[config.mk]
export PLATFORM = sky130hd
export DESIGN_NAME = virtual_timer_multiplexer
export DESIGN_NICKNAME = d
export VERILOG_FILES = /design/src/design/vtm_pkg.sv /design/src/design/vtm_ram.sv /design/src/design/vtm_front.sv /design/src/design/vtm_back.sv /design/src/design/virtual_timer_multiplexer.sv
export SDC_FILE = /design/constraint.sdc
export NUM_CORES = 2
export LEC_CHECK = 0
export ABC_CLOCK_PERIOD_IN_PS = 9100
export BUFFER_PORTS_ARGS = -buffer_cell sky130_fd_sc_hd__buf_2
export CAP_MARGIN = 20
export CORE_MARGIN = 10
export CORE_UTILIZATION = 50
export CTS_CLUSTER_SIZE = 12
export DETAILED_ROUTE_END_ITERATION = 10
export GPL_ROUTABILITY_DRIVEN = 0
export HOLD_SLACK_MARGIN = 0.15
export PLACE_DENSITY_LB_ADDON = 0.05
export REMOVE_ABC_BUFFERS = 1
export SYNTH_ARGS = -nofsm -noshare
export SYNTH_HDL_FRONTEND = slang
export SYNTH_SLANG_ARGS = --single-unit
[constraint.sdc]
create_clock -name aclk -period 9.1 [get_ports aclk]
set_clock_uncertainty 0.15 [all_clocks]
set_input_delay 0.455 -clock aclk [delete_from_list [all_inputs] [get_ports aclk]]
set_output_delay 0.455 -clock aclk [all_outputs]
set_load 0.005 [all_outputs]
[src/design/vtm_pkg.sv]
// package for the virtual timer multiplexer: slot count, codes and shared types
// no dependencies
package vtm_pkg;
    localparam int NUM_SLOTS = 32;
    localparam int SLOT_W = $clog2(NUM_SLOTS);
    localparam logic [31:0] MAX_PERIOD_RESET = 32'd5368709;
    localparam logic [31:0] SAT_MAX = 32'hffffffff;

    localparam logic [1:0] OP_ALLOC = 2'd0;
    localparam logic [1:0] OP_START = 2'd1;
    localparam logic [1:0] OP_TICK  = 2'd2;

    localparam logic [1:0] KIND_ALLOC   = 2'd0;
    localparam logic [1:0] KIND_START   = 2'd1;
    localparam logic [1:0] KIND_TIMEOUT = 2'd2;

    typedef struct packed {
        logic [1:0]  operation;
        logic [4:0]  slot_index;
        logic        repeat_mode;
        logic [31:0] duration_us;
    } req_t;

    typedef struct packed {
        logic [1:0] result_kind;
        logic [4:0] result_slot;
        logic       alloc_failed;
        logic       last_result;
    } res_t;
endpackage

[src/design/vtm_ram.sv]
// generic single-port ram with registered read
// no dependencies
module vtm_ram #(
    parameter int WIDTH = 32,
    parameter int DEPTH = 32
) (
    input  logic                     aclk,
    input  logic                     we,
    input  logic [$clog2(DEPTH)-1:0] addr,
    input  logic [WIDTH-1:0]         wdata,
    output logic [WIDTH-1:0]         rdata
);
    logic [WIDTH-1:0] mem [DEPTH];

    always_ff @(posedge aclk) begin
        if (we) begin
            mem[addr] <= wdata;
        end
        rdata <= mem[addr];
    end
endmodule

[src/design/vtm_front.sv]
// front end: accepts requests into a two-entry queue
// depends on vtm_pkg
module vtm_front import vtm_pkg::*; (
    input  logic aclk,
    input  logic aresetn,
    input  logic in_valid,
    output logic in_ready,
    input  req_t in_req,
    output logic q_valid,
    input  logic q_ready,
    output req_t q_req
);
    req_t       buf_reg [2];
    logic [1:0] cnt_reg;
    logic       rd_reg;
    logic       wr_reg;

    wire push = in_valid && in_ready;
    wire pop  = q_valid && q_ready;

    assign in_ready = (cnt_reg != 2'd2);
    assign q_valid  = (cnt_reg != 2'd0);
    assign q_req    = buf_reg[rd_reg];

    always_ff @(posedge aclk) begin
        if (push) begin
            buf_reg[wr_reg] <= in_req;
        end
        if (!aresetn) begin
            cnt_reg <= 2'd0;
            rd_reg  <= 1'b0;
            wr_reg  <= 1'b0;
        end else begin
            if (push) wr_reg <= ~wr_reg;
            if (pop)  rd_reg <= ~rd_reg;
            cnt_reg <= cnt_reg + {1'b0, push} - {1'b0, pop};
        end
    end

    a_cnt: assert property (@(posedge aclk) disable iff (!aresetn)
        cnt_reg <= 2'd2) else $error("queue overfill");
    a_empty: assert property (@(posedge aclk) disable iff (!aresetn)
        (cnt_reg == 2'd0) |-> !q_valid) else $error("valid while empty");
    a_push: assert property (@(posedge aclk) disable iff (!aresetn)
        (push && !pop && cnt_reg == 2'd0) |=> cnt_reg == 2'd1)
        else $error("push lost");
endmodule

[src/design/vtm_back.sv]
// back end: executes requests, walks slots on a match, drives result register
// depends on vtm_pkg and vtm_ram
module vtm_back import vtm_pkg::*; (
    input  logic        aclk,
    input  logic        aresetn,
    input  logic [31:0] max_period,
    input  logic        q_valid,
    output logic        q_ready,
    input  req_t        q_req,
    output logic        m_valid,
    input  logic        m_ready,
    output res_t        m_res
);
    typedef enum logic [4:0] {
        S_IDLE = 5'b00001,
        S_RD   = 5'b00010,
        S_UPD  = 5'b00100,
        S_EMIT = 5'b01000,
        S_FIN  = 5'b10000
    } state_t;

    state_t state_reg;
    logic [NUM_SLOTS-1:0] act_reg, run_reg, cont_reg;
    logic [31:0] count_reg, period_reg, elapsed_reg, best_reg;
    logic        srun_reg, found_reg;
    logic [SLOT_W-1:0] idx_reg;
    logic        ov_reg;
    res_t        res_reg;
    logic        res_valid_reg;
    logic        res_load;
    // pending timeout held back one slot so that last_result is known
    logic        pend_reg;
    logic [SLOT_W-1:0] pend_slot_reg;

    logic        rem_we, rel_we;
    logic [SLOT_W-1:0] ram_addr;
    logic [31:0] rem_wdata, rem_rdata, rel_rdata;

    vtm_ram #(.WIDTH(32), .DEPTH(NUM_SLOTS)) u_rem (
        .aclk(aclk), .we(rem_we), .addr(ram_addr), .wdata(rem_wdata), .rdata(rem_rdata));
    vtm_ram #(.WIDTH(32), .DEPTH(NUM_SLOTS)) u_rel (
        .aclk(aclk), .we(rel_we), .addr(ram_addr), .wdata(q_req.duration_us),
        .rdata(rel_rdata));

    wire out_free = !res_valid_reg || m_ready;
    assign m_valid = res_valid_reg;
    assign m_res   = res_reg;

    // start path values
    wire         st_ok  = ({27'd0, q_req.slot_index} < NUM_SLOTS);
    wire [32:0]  st_sum = {1'b0, q_req.duration_us} + {1'b0, count_reg};
    wire [31:0]  st_r   = st_sum[32] ? SAT_MAX : st_sum[31:0];
    wire [31:0]  st_rem = srun_reg ? st_r : q_req.duration_us;
    wire [31:0]  cnt_inc = (count_reg == SAT_MAX) ? count_reg : count_reg + 32'd1;

    // first free slot
    logic            free_any;
    logic [SLOT_W-1:0] free_idx;
    always_comb begin
        free_any = 1'b0;
        free_idx = '0;
        for (int i = NUM_SLOTS - 1; i >= 0; i--) begin
            if (!act_reg[i]) begin
                free_any = 1'b1;
                free_idx = SLOT_W'(i);
            end
        end
    end

    // slot update during the walk
    wire         live  = act_reg[idx_reg] && run_reg[idx_reg];
    wire [31:0]  sub   = (elapsed_reg > rem_rdata) ? 32'd0 : rem_rdata - elapsed_reg;
    wire         expd  = live && (sub == 32'd0);
    wire [31:0]  newrem = (expd && cont_reg[idx_reg]) ? rel_rdata : sub;
    wire         stillrun = live && !(expd && !cont_reg[idx_reg]);
    wire         last_idx = (idx_reg == SLOT_W'(NUM_SLOTS - 1));

    wire idle_take  = (state_reg == S_IDLE) && q_valid && out_free;
    wire take_start = idle_take && q_req.operation == OP_START;
    assign ram_addr = (state_reg == S_IDLE) ? q_req.slot_index[SLOT_W-1:0] : idx_reg;
    assign rem_we   = (take_start && st_ok) || (state_reg == S_UPD && live);
    assign rel_we   = take_start && st_ok;
    assign rem_wdata = (state_reg == S_IDLE) ? st_rem : newrem;

    // a new result enters the output register this cycle
    assign res_load = (idle_take && (q_req.operation inside {OP_ALLOC, OP_START}))
                      || (state_reg == S_EMIT && ov_reg && pend_reg && out_free)
                      || (state_reg == S_FIN && out_free && pend_reg);

    always_comb begin
        q_ready = 1'b0;
        if (state_reg == S_IDLE && out_free) begin
            q_ready = q_valid;
        end
    end

    always_ff @(posedge aclk) begin
        if (!aresetn) begin
            state_reg <= S_IDLE;
            act_reg <= '0; run_reg <= '0; cont_reg <= '0;
            count_reg <= '0; period_reg <= '0; srun_reg <= 1'b0;
            res_valid_reg <= 1'b0; pend_reg <= 1'b0;
            idx_reg <= '0; found_reg <= 1'b0; ov_reg <= 1'b0;
        end else begin
            if (res_load) begin
                res_valid_reg <= 1'b1;
            end else if (m_ready) begin
                res_valid_reg <= 1'b0;
            end
            case (state_reg)
                S_IDLE: begin
                    if (q_valid && out_free) begin
                        case (q_req.operation)
                            OP_ALLOC: begin
                                if (free_any) begin
                                    act_reg[free_idx] <= 1'b1;
                                    run_reg[free_idx] <= 1'b0;
                                end
                                res_reg <= '{KIND_ALLOC, free_idx, !free_any, 1'b1};
                            end
                            OP_START: begin
                                res_reg <= '{KIND_START, q_req.slot_index, 1'b0, 1'b1};
                                if (st_ok) begin
                                    cont_reg[q_req.slot_index[SLOT_W-1:0]] <= q_req.repeat_mode;
                                    run_reg[q_req.slot_index[SLOT_W-1:0]] <= 1'b1;
                                    if (srun_reg) begin
                                        if (st_r < period_reg)
                                            period_reg <= (st_r > max_period) ? max_period : st_r;
                                    end else begin
                                        count_reg <= '0;
                                        period_reg <= (q_req.duration_us > max_period)
                                                      ? max_period : q_req.duration_us;
                                        srun_reg <= 1'b1;
                                    end
                                end
                            end
                            OP_TICK: begin
                                if (srun_reg) begin
                                    if (cnt_inc < period_reg) begin
                                        count_reg <= cnt_inc;
                                    end else begin
                                        elapsed_reg <= cnt_inc;
                                        count_reg <= '0;
                                        idx_reg <= '0;
                                        found_reg <= 1'b0;
                                        best_reg <= '0;
                                        pend_reg <= 1'b0;
                                        state_reg <= S_RD;
                                    end
                                end
                            end
                            default: ;
                        endcase
                    end
                end
                S_RD: state_reg <= S_UPD;
                S_UPD: begin
                    run_reg[idx_reg] <= stillrun ? 1'b1 : (live ? 1'b0 : run_reg[idx_reg]);
                    // only active slots still running after the update set the next period
                    if (stillrun && (!found_reg || newrem < best_reg)) begin
                        best_reg <= newrem;
                        found_reg <= 1'b1;
                    end
                    ov_reg <= expd;
                    state_reg <= S_EMIT;
                end
                S_EMIT: begin
                    // emit held timeout when a newer one arrives
                    if (ov_reg && pend_reg) begin
                        if (out_free) begin
                            res_reg <= '{KIND_TIMEOUT, pend_slot_reg, 1'b0, 1'b0};
                            pend_slot_reg <= idx_reg;
                            ov_reg <= 1'b0;
                        end
                    end else begin
                        if (ov_reg) begin
                            pend_reg <= 1'b1;
                            pend_slot_reg <= idx_reg;
                        end
                        if (last_idx) begin
                            state_reg <= S_FIN;
                        end else begin
                            idx_reg <= idx_reg + 1'b1;
                            state_reg <= S_RD;
                        end
                    end
                end
                S_FIN: begin
                    if (out_free) begin
                        if (pend_reg) begin
                            res_reg <= '{KIND_TIMEOUT, pend_slot_reg, 1'b0, 1'b1};
                        end
                        if (!found_reg) begin
                            srun_reg <= 1'b0;
                            period_reg <= '0;
                        end else begin
                            period_reg <= (best_reg > max_period) ? max_period : best_reg;
                        end
                        pend_reg <= 1'b0;
                        state_reg <= S_IDLE;
                    end
                end
                default: state_reg <= S_IDLE;
            endcase
        end
    end

    a_onehot: assert property (@(posedge aclk) disable iff (!aresetn)
        $onehot(state_reg)) else $error("state not one-hot");
    a_qr: assert property (@(posedge aclk) disable iff (!aresetn)
        q_ready |-> state_reg == S_IDLE) else $error("request taken while busy");
    a_hold: assert property (@(posedge aclk) disable iff (!aresetn)
        (m_valid && !m_ready) |=> m_valid && $stable(m_res)) else $error("result dropped");
    a_stop: assert property (@(posedge aclk) disable iff (!aresetn)
        !srun_reg |-> period_reg == 32'd0 || state_reg != S_IDLE || count_reg == 32'd0)
        else $error("stopped counter moving");
endmodule

[src/design/virtual_timer_multiplexer.sv]
// virtual timer multiplexer: front queue, back executor, config register
// path: alloc and start answers pass the queue and the result register; a tick
// at a match walks all slots (read, update, emit) before the next request
// throughput: one request per cycle while m_tready is high, except match ticks
// reset: aresetn synchronous active low clears all slot flags, the shared counter
// and queue; remaining and reload values live in ram and are rewritten by start
module virtual_timer_multiplexer import vtm_pkg::*; (
    input  logic        aclk,
    input  logic        aresetn,
    input  logic        s_tvalid,
    output logic        s_tready,
    // tdata: operation[1:0], slot_index[6:2], repeat_mode[7], duration_us[39:8]
    input  logic [39:0] s_tdata,
    output logic        m_tvalid,
    input  logic        m_tready,
    // tdata: result_kind[1:0], result_slot[6:2], alloc_failed[7]
    output logic [7:0]  m_tdata,
    output logic        m_tlast,
    input  logic        cfg_valid,
    output logic        cfg_ready,
    input  logic [31:0] cfg_data
);
    logic [31:0] max_period_reg;
    req_t        in_req, q_req;
    logic        q_valid, q_ready;
    res_t        res;

    // configuration register, always writable
    assign cfg_ready = 1'b1;
    always_ff @(posedge aclk) begin
        if (!aresetn) begin
            max_period_reg <= MAX_PERIOD_RESET;
        end else if (cfg_valid) begin
            max_period_reg <= cfg_data;
        end
    end

    assign in_req = '{s_tdata[1:0], s_tdata[6:2], s_tdata[7], s_tdata[39:8]};

    // request queue between front and back
    vtm_front u_front (
        .aclk(aclk), .aresetn(aresetn),
        .in_valid(s_tvalid), .in_ready(s_tready), .in_req(in_req),
        .q_valid(q_valid), .q_ready(q_ready), .q_req(q_req));

    // executor with slot walk and result register
    vtm_back u_back (
        .aclk(aclk), .aresetn(aresetn), .max_period(max_period_reg),
        .q_valid(q_valid), .q_ready(q_ready), .q_req(q_req),
        .m_valid(m_tvalid), .m_ready(m_tready), .m_res(res));

    assign m_tdata = {res.alloc_failed, res.result_slot, res.result_kind};
    assign m_tlast = res.last_result;
endmodule
After elaboration in Yosys (flattened, before gate mapping)
Memory sizes are Yosys's and may differ from the RTL's. A register that Yosys moved wholly into a read port is not among the register bits.
Cells that the tools add are included.
- register bits after elaboration: 289
- bits in latches: 0
- ROM bits: 0
- logic and storage cells: 307
- RAM bits: 2128
- output and inout port bits: 12
- input bits: 77
- memories kept: 3
- div/mod/pow operators: 0
- add/subtract/negate cells: 6
- reduce and logical (&&, ||, !) cells: 61
- shift operators: 0
- order comparisons: 13
- multiplexer cells: 164
- multipliers: 0
- bitwise operators: 7
- eq/ne operators: 30
- memories (memory ; depth ; bits a word ; read ports ; clocked after memory_dff ; wr ports ; line ; RTL):
    u_back.u_rel.mem ; 32 ; 32 ; 1 ; 1 ; 1 ; vtm_ram.sv:13 ; logic [WIDTH-1:0] mem [DEPTH];
    u_back.u_rem.mem ; 32 ; 32 ; 1 ; 1 ; 1 ; vtm_ram.sv:13 ;
    u_front.buf_reg ; 2 ; 40 ; 1 ; 1 ; 1 ; vtm_front.sv:13 ; req_t buf_reg [2];
- operators by type and width (cell ; count):
    $mux W32 ; 25
    $pmux W32 S2 ; 5
    $mux W5 ; 49
    $gt A32 B32 Y1 ; 4
    $lt A32 B32 Y1 ; 3
    $bwmux W32 ; 2
    $mux W1 ; 64
    $or A32 B32 Y32 ; 2
    $mux W9 ; 5
    $add A32 B32 Y33 ; 1
    $add A32 B1 Y32 const B ; 1
    $and A32 B32 Y32 ; 1
    $eq A32 B32 Y1 const B ; 1
    $logic_not A32 Y1 ; 1
    $not A32 Y32 ; 1
    $sub A32 B32 Y32 ; 1
    $pmux W9 S3 ; 1
    $pmux W5 S5 ; 1
    $logic_and A1 B1 Y1 ; 24
    $ne A2 B2 Y1 const B ; 11
    $lt A5 B6 Y1 const B ; 3
    $pmux W9 S2 ; 1
    $reduce_and A6 Y1 ; 3
    $reduce_bool A2 Y1 ; 9
    29 further kinds ; 62

Logic depth before layout (Yosys ltp)
- word-level depth: 42
- mapped depth: 30
- depth with buffers taken out: 26

Cells and area by module
From an unflattened synthesis, not the netlist that was laid out.
- cell total of the unflattened synthesis: 7316
- area total of the unflattened synthesis: 106423.3 um^2
- modules (own cells, without submodules) (module ; times used ; cells each ; area each (um^2) ; sequential area each (um^2)):
    vtm_ram (u_back.u_rem) ; 1 ; 2107 ; 39743.1 ; 31390.1
    vtm_ram (u_back.u_rel) ; 1 ; 2107 ; 39731.9 ; 31390.1
    vtm_back ; 1 ; 2844 ; 22589.2 ; 5845.6
    vtm_front ; 1 ; 153 ; 3143.0 ; 2502.4
    virtual_timer_multiplexer ; 1 ; 105 ; 1216.2 ; 640.6

Worst setup path before layout
OpenSTA, ideal clock, no wires.
- path kind: flip-flop to flip-flop
- start point: reg u_back.elapsed_reg[0]
- end point: reg u_back.best_reg[0], enable pin
- stages on the path, launching flop included: 27
- library setup time: 0.466 ns
- data arrival time: 7.476 ns
- clock period less this slack: 8.092 ns
- setup slack: 1.008 ns
- required time: 8.484 ns
- path buffers: 1
- path through: edfxtp_1 -> ha_1 -> fa_1 -> nand2b_1 -> a21oi_2 -> a21oi_1 -> o21ai_1 -> a31oi_1 -> xnor2_1 -> or4_1 -> or4_4 -> a211oi_2 -> buf_2 -> a21oi_1 -> inv_1 -> ha_1 -> a21o_1 -> a21o_1 -> a21o_1 -> a21o_1 -> a21o_1 -> a21oi_1 -> nor2b_1 -> o21ai_0 -> and3_1 -> nand3_1 -> o21ai_0
- cells in the longest elaborated chain, start to end: 11
- elaborated cells between the ends (all ways): 15
- classes of those cells: 1 x add/sub; 2 x order compare; 1 x eq/ne; 2 x mux; 9 x reduce/logical
- RTL lines (item ; line ; RTL):
    from (decl) ; vtm_back.sv:24 ; logic [31:0] count_reg, period_reg, elapsed_reg, best_reg;
    from (signal assigned) ; vtm_back.sv:142 ; elapsed_reg <= cnt_inc;
    $sub A32 B32 Y32 / $gt A32 B32 Y1 (equally long branches) ; vtm_back.sv:72 ; wire [31:0] sub = (elapsed_reg > rem_rdata) ? 32'd0 : rem_rdata - elapsed_reg;
    $mux W32 * ; vtm_back.sv:72 ;
    $logic_not A32 Y1 ; vtm_back.sv:73 ; wire expd = live && (sub == 32'd0);
    $logic_and A1 B1 Y1 ; vtm_back.sv:73 ;
    $logic_and A1 B1 Y1 ; vtm_back.sv:74 ; wire [31:0] newrem = (expd && cont_reg[idx_reg]) ? rel_rdata : sub;
    $mux W32 * ; vtm_back.sv:74 ;
    named net u_back.newrem[17] ; vtm_back.sv:74 ;
    $lt A32 B32 Y1 * ; vtm_back.sv:160 ; if (stillrun && (!found_reg || newrem < best_reg)) begin
    $logic_or A1 B1 Y1 * ; vtm_back.sv:160 ;
    $logic_and A1 B1 Y1 * ; vtm_back.sv:160 ;
    $ne A2 B2 Y1 (no line) * ; -- ;
    $reduce_and A7 Y1 (no line) * ; -- ;
    to (signal assigned) ; vtm_back.sv:161 ; best_reg <= newrem;
    to (decl) ; vtm_back.sv:24 ;
The timed path passes the listed nets; every way through them passes the cells marked *.
A chain may end at the register's enable or synchronous reset.

==> reports/qor.csv <==
stage;metric;value;unit
finish;regArea;71800;sq um
synth;synth_seq_cells;2482;
clock_network;cts_max_level;5;
finish;multi_input_area;32900;sq um
clock_network;cts_tree;built;
power_and_ir_drop;p_leak;40.9;nW
synth;synth_top_family_by_area;multiplexers;
critical_path;cp.required;9.77;ns
global_route;grt_overflow_total;0;
synth;synth.distinct_cells;81;
routing;drtIter0Drc;8827;
floorplan;die_area;231000;sq um
floorplan;fp.dieH;481;um
critical_path;critical-path-slowest-cell;nor4_1;
clock_network;postCtsSetupBuffers;0;
synth;synth_common_cells;2,206 x edfxtp_1, 536 x mux4_2, 449 x nor2_1;
timing;min_period;7.89;ns
synth;yosysWarningCount;0;
floorplan;ioPinCount;89;
min_path;hold_end;u_front.buf_reg[0][3]$_DFFE_PP_;
synth;synth_top_area_share;62.5;%
timing;slew_violations;0;
clock_network;cts_max_path_buffers;4;
synth;avgSynthCellArea;16.0;sq um
critical_path;cp_max_fo;36;
global_route;grt.total_usage;29.6;%
finish;fin_util;57.5;%
clock_network;ctsHoldBuffers;134;
synth;synth_compound_area_share;7.74;%
global_route;antenna_found_initial;24;
synth;synthFlopType;edfxtp_1;
placement;port-buffer-count;87;
synth;synthAdderAreaFrac;3.16;%
critical_path;critPathMostFrequentCell;a21oi_1;
finish;layout-drive-gt1-share;19.2;%
routing;drt_first_pass_iters;8;
floorplan;coreArea;210000;sq um
min_path;hp-start;s_tdata[11];
global_route;grt_max_degree;117;
min_path;hp-class;in2reg;
synth;yosysSeqAreaShare;67.7;%
floorplan;die_x;481;um
placement;place_area;111000;sq um
synth;yosys.area_share.simple;5.39;%
synth;synth.most_common_cell;edfxtp_1;
synth;synth_top_cell_by_area;edfxtp_1;
placement;placed_cells;9373;
synth;synth_area;106000;sq um
global_route;grt_pass1_vias;63751;
timing;final_hold_viol_count;0;
timing;tightestPinTransition;1.17;ns
critical_path;worstSetupEndpointType;flip-flop;
finish;n_fill_cell;16294;
critical_path;crit_arrival;8.57;ns
clock_network;cts_resized;0;
synth;syn_inst;6628;
placement;dp_slack;1.54;ns
power_and_ir_drop;peakVddDrop;0.196;mV
synth;synthMuxAreaShare;13.3;%
critical_path;rr_worst_depth;25;
timing;fin_setup_tns;0;ns
synth;synth_edf_count;2206;
clock_network;root_buffer;clkbuf_16;
status;status;complete, no violations;
timing;max_freq;127;MHz
finish;synthToLayoutAreaGrowth;14.0;%
finish;finalInstanceArea;121000;sq um
clock_network;clock_sinks;2482;
critical_path;timing.rr.end;u_back.period_reg[14]$_SDFFE_PN0P_;
finish;instances_no_fill;9977;
finish;nets;7336;
routing;avgRoutedWirePerCell;35.0;um
clock_network;cts_buffers;282;
routing;num_vias;65850;
synth;ys_top_cells_by_area;edfxtp_1 62%, mux4_2 11%, dfxtp_1 5.2%;
floorplan;row_count;168;
global_route;grt_pass1_wl;488000;um
critical_path;reg2reg_slack;1.21;ns
routing;drc_errors;0;
routing;final_antenna_net_count;0;
critical_path;crit_type;reg2reg;
flow_run;cap_viol_max_count;0;
clock_network;path_clk_slew;0.06;ns
timing;fin_crit_sh;86.7;%
clock_network;clkLatencyLatePin;0.94;ns
placement;dp_hpwl;214000;um
critical_path;start_kind;flip-flop;
timing;worst_slack;1.21;ns
min_path;hold_path_depth;2;
critical_path;cpPeakStageDelay;1.04;ns
power_and_ir_drop;power.density;293;nW/um^2
synth;synth_xor_area_share;0.652;%
synth;ys_async_sr_fraction;0;%
timing;rsz0062_at_grt;false;
floorplan;initial_core_util;50.5;%
timing;setup_viol;0;
routing;wl;349000;um
timing;max_slew_margin;21.9;%
routing;viasPerCell;6.60;
[power breakdown]
group          internal (W)  switching (W)  total [W]
Clock               0.00609        0.00438     0.0105
Combinational       0.00350        0.00689     0.0104
Sequential           0.0141       0.000353     0.0145
Total                0.0237         0.0116     0.0354
[worst max path at each step]
stage / start / end
floorplan: u_back.state_reg[2]$_SDFFE_PN0P_ / u_back.u_rel.mem[13][0]$_DFFE_PP_
global placement: flip-flop / u_back.period_reg[6]$_SDFFE_PN0P_
detailed placement: flip-flop / u_back.period_reg[8]$_SDFFE_PN0P_
CTS: flip-flop / u_back.period_reg[8]$_SDFFE_PN0P_
global route: flip-flop / u_back.period_reg[2]$_SDFFE_PN0P_
finish: flip-flop / u_back.period_reg[14]$_SDFFE_PN0P_
[final cells by class]
cell class / count / area share (%)
Clock buffer: 398 / 6.44
Clock inverter: 62 / 0.381
Multi-Input combinational cell: 3575 / 27.2
Tap cell: 2805 / 2.90
Antenna cell: 4 / 0.00828
Inverter: 220 / 0.684
Timing Repair Buffer: 431 / 3.02
Sequential cell: 2482 / 59.4
[cell usage in the layout (no fill, tap or decap), types with 38 or more instances in the layout]
cell           instances
clkbuf_1              93
edfxtp_1            2206
ha_1                 265
nor3_1                50
buf_4                188
a21oi_1              375
a221oi_1              39
o21ai_0              211
o21a_1                44
mux2_2                43
a31oi_1               57
nor2_1               375
mux2i_1              146
xor2_1                42
nor2_4                74
nand4_1              118
dfxtp_1              273
nand3_1               80
mux4_2               536
nand2_1              301
o211ai_1              55
a21o_1                80
buf_2                 86
inv_1                217
a22oi_1              128
clkbuf_16            288
nor2b_1               38
dlygate4sd3_1        134
[kinds of logic (layout without fill, tap and decap cells)]
kind of cell               Yosys count  count (layout)
DFF                               2482            2482
AOI/OAI and AO/OA                 1273            1273
and+or+nand+nor                   1226            1226
muxes                              729             729
buffers and inverters              571            1111
adders and majority gates          267             267
xor gates and xnor gates            79              79
other                                1               5
[routing by layer]
metal  vias to the layer above  part of all wire [%]  GRT usage, %
met3                       654                   9.4          6.04
met5                         -                 0.036             0
met2                      3496                    45          45.0
met4                        18                   4.2          10.9
met1                     34510                    41          42.5
li1                      27172                     -             -
[critical path, delay by kind of cell (launching register included)]
| kind | cells | cell delay, ns |
|---|---|---|
| adders and majority gates | 3 | 0.95 |
| DFF | 1 | 0.62 |
| muxes | 1 | 0.69 |
| buffers and inverters | 3 | 0.70 |
| AOI/OAI and AO/OA | 12 | 2.70 |
| and+or+nand+nor | 6 | 1.99 |
[through the flow]
step	hold slack (ns)	power, W
finish	0.205	0.0354
global placement	0.295	0.0248
CTS	0.150	0.0354
floorplan	0.282	0.0218
global route	0.185	0.0366
detailed placement	0.312	0.0249
Note: power is estimated with default switching activity, not from simulation.
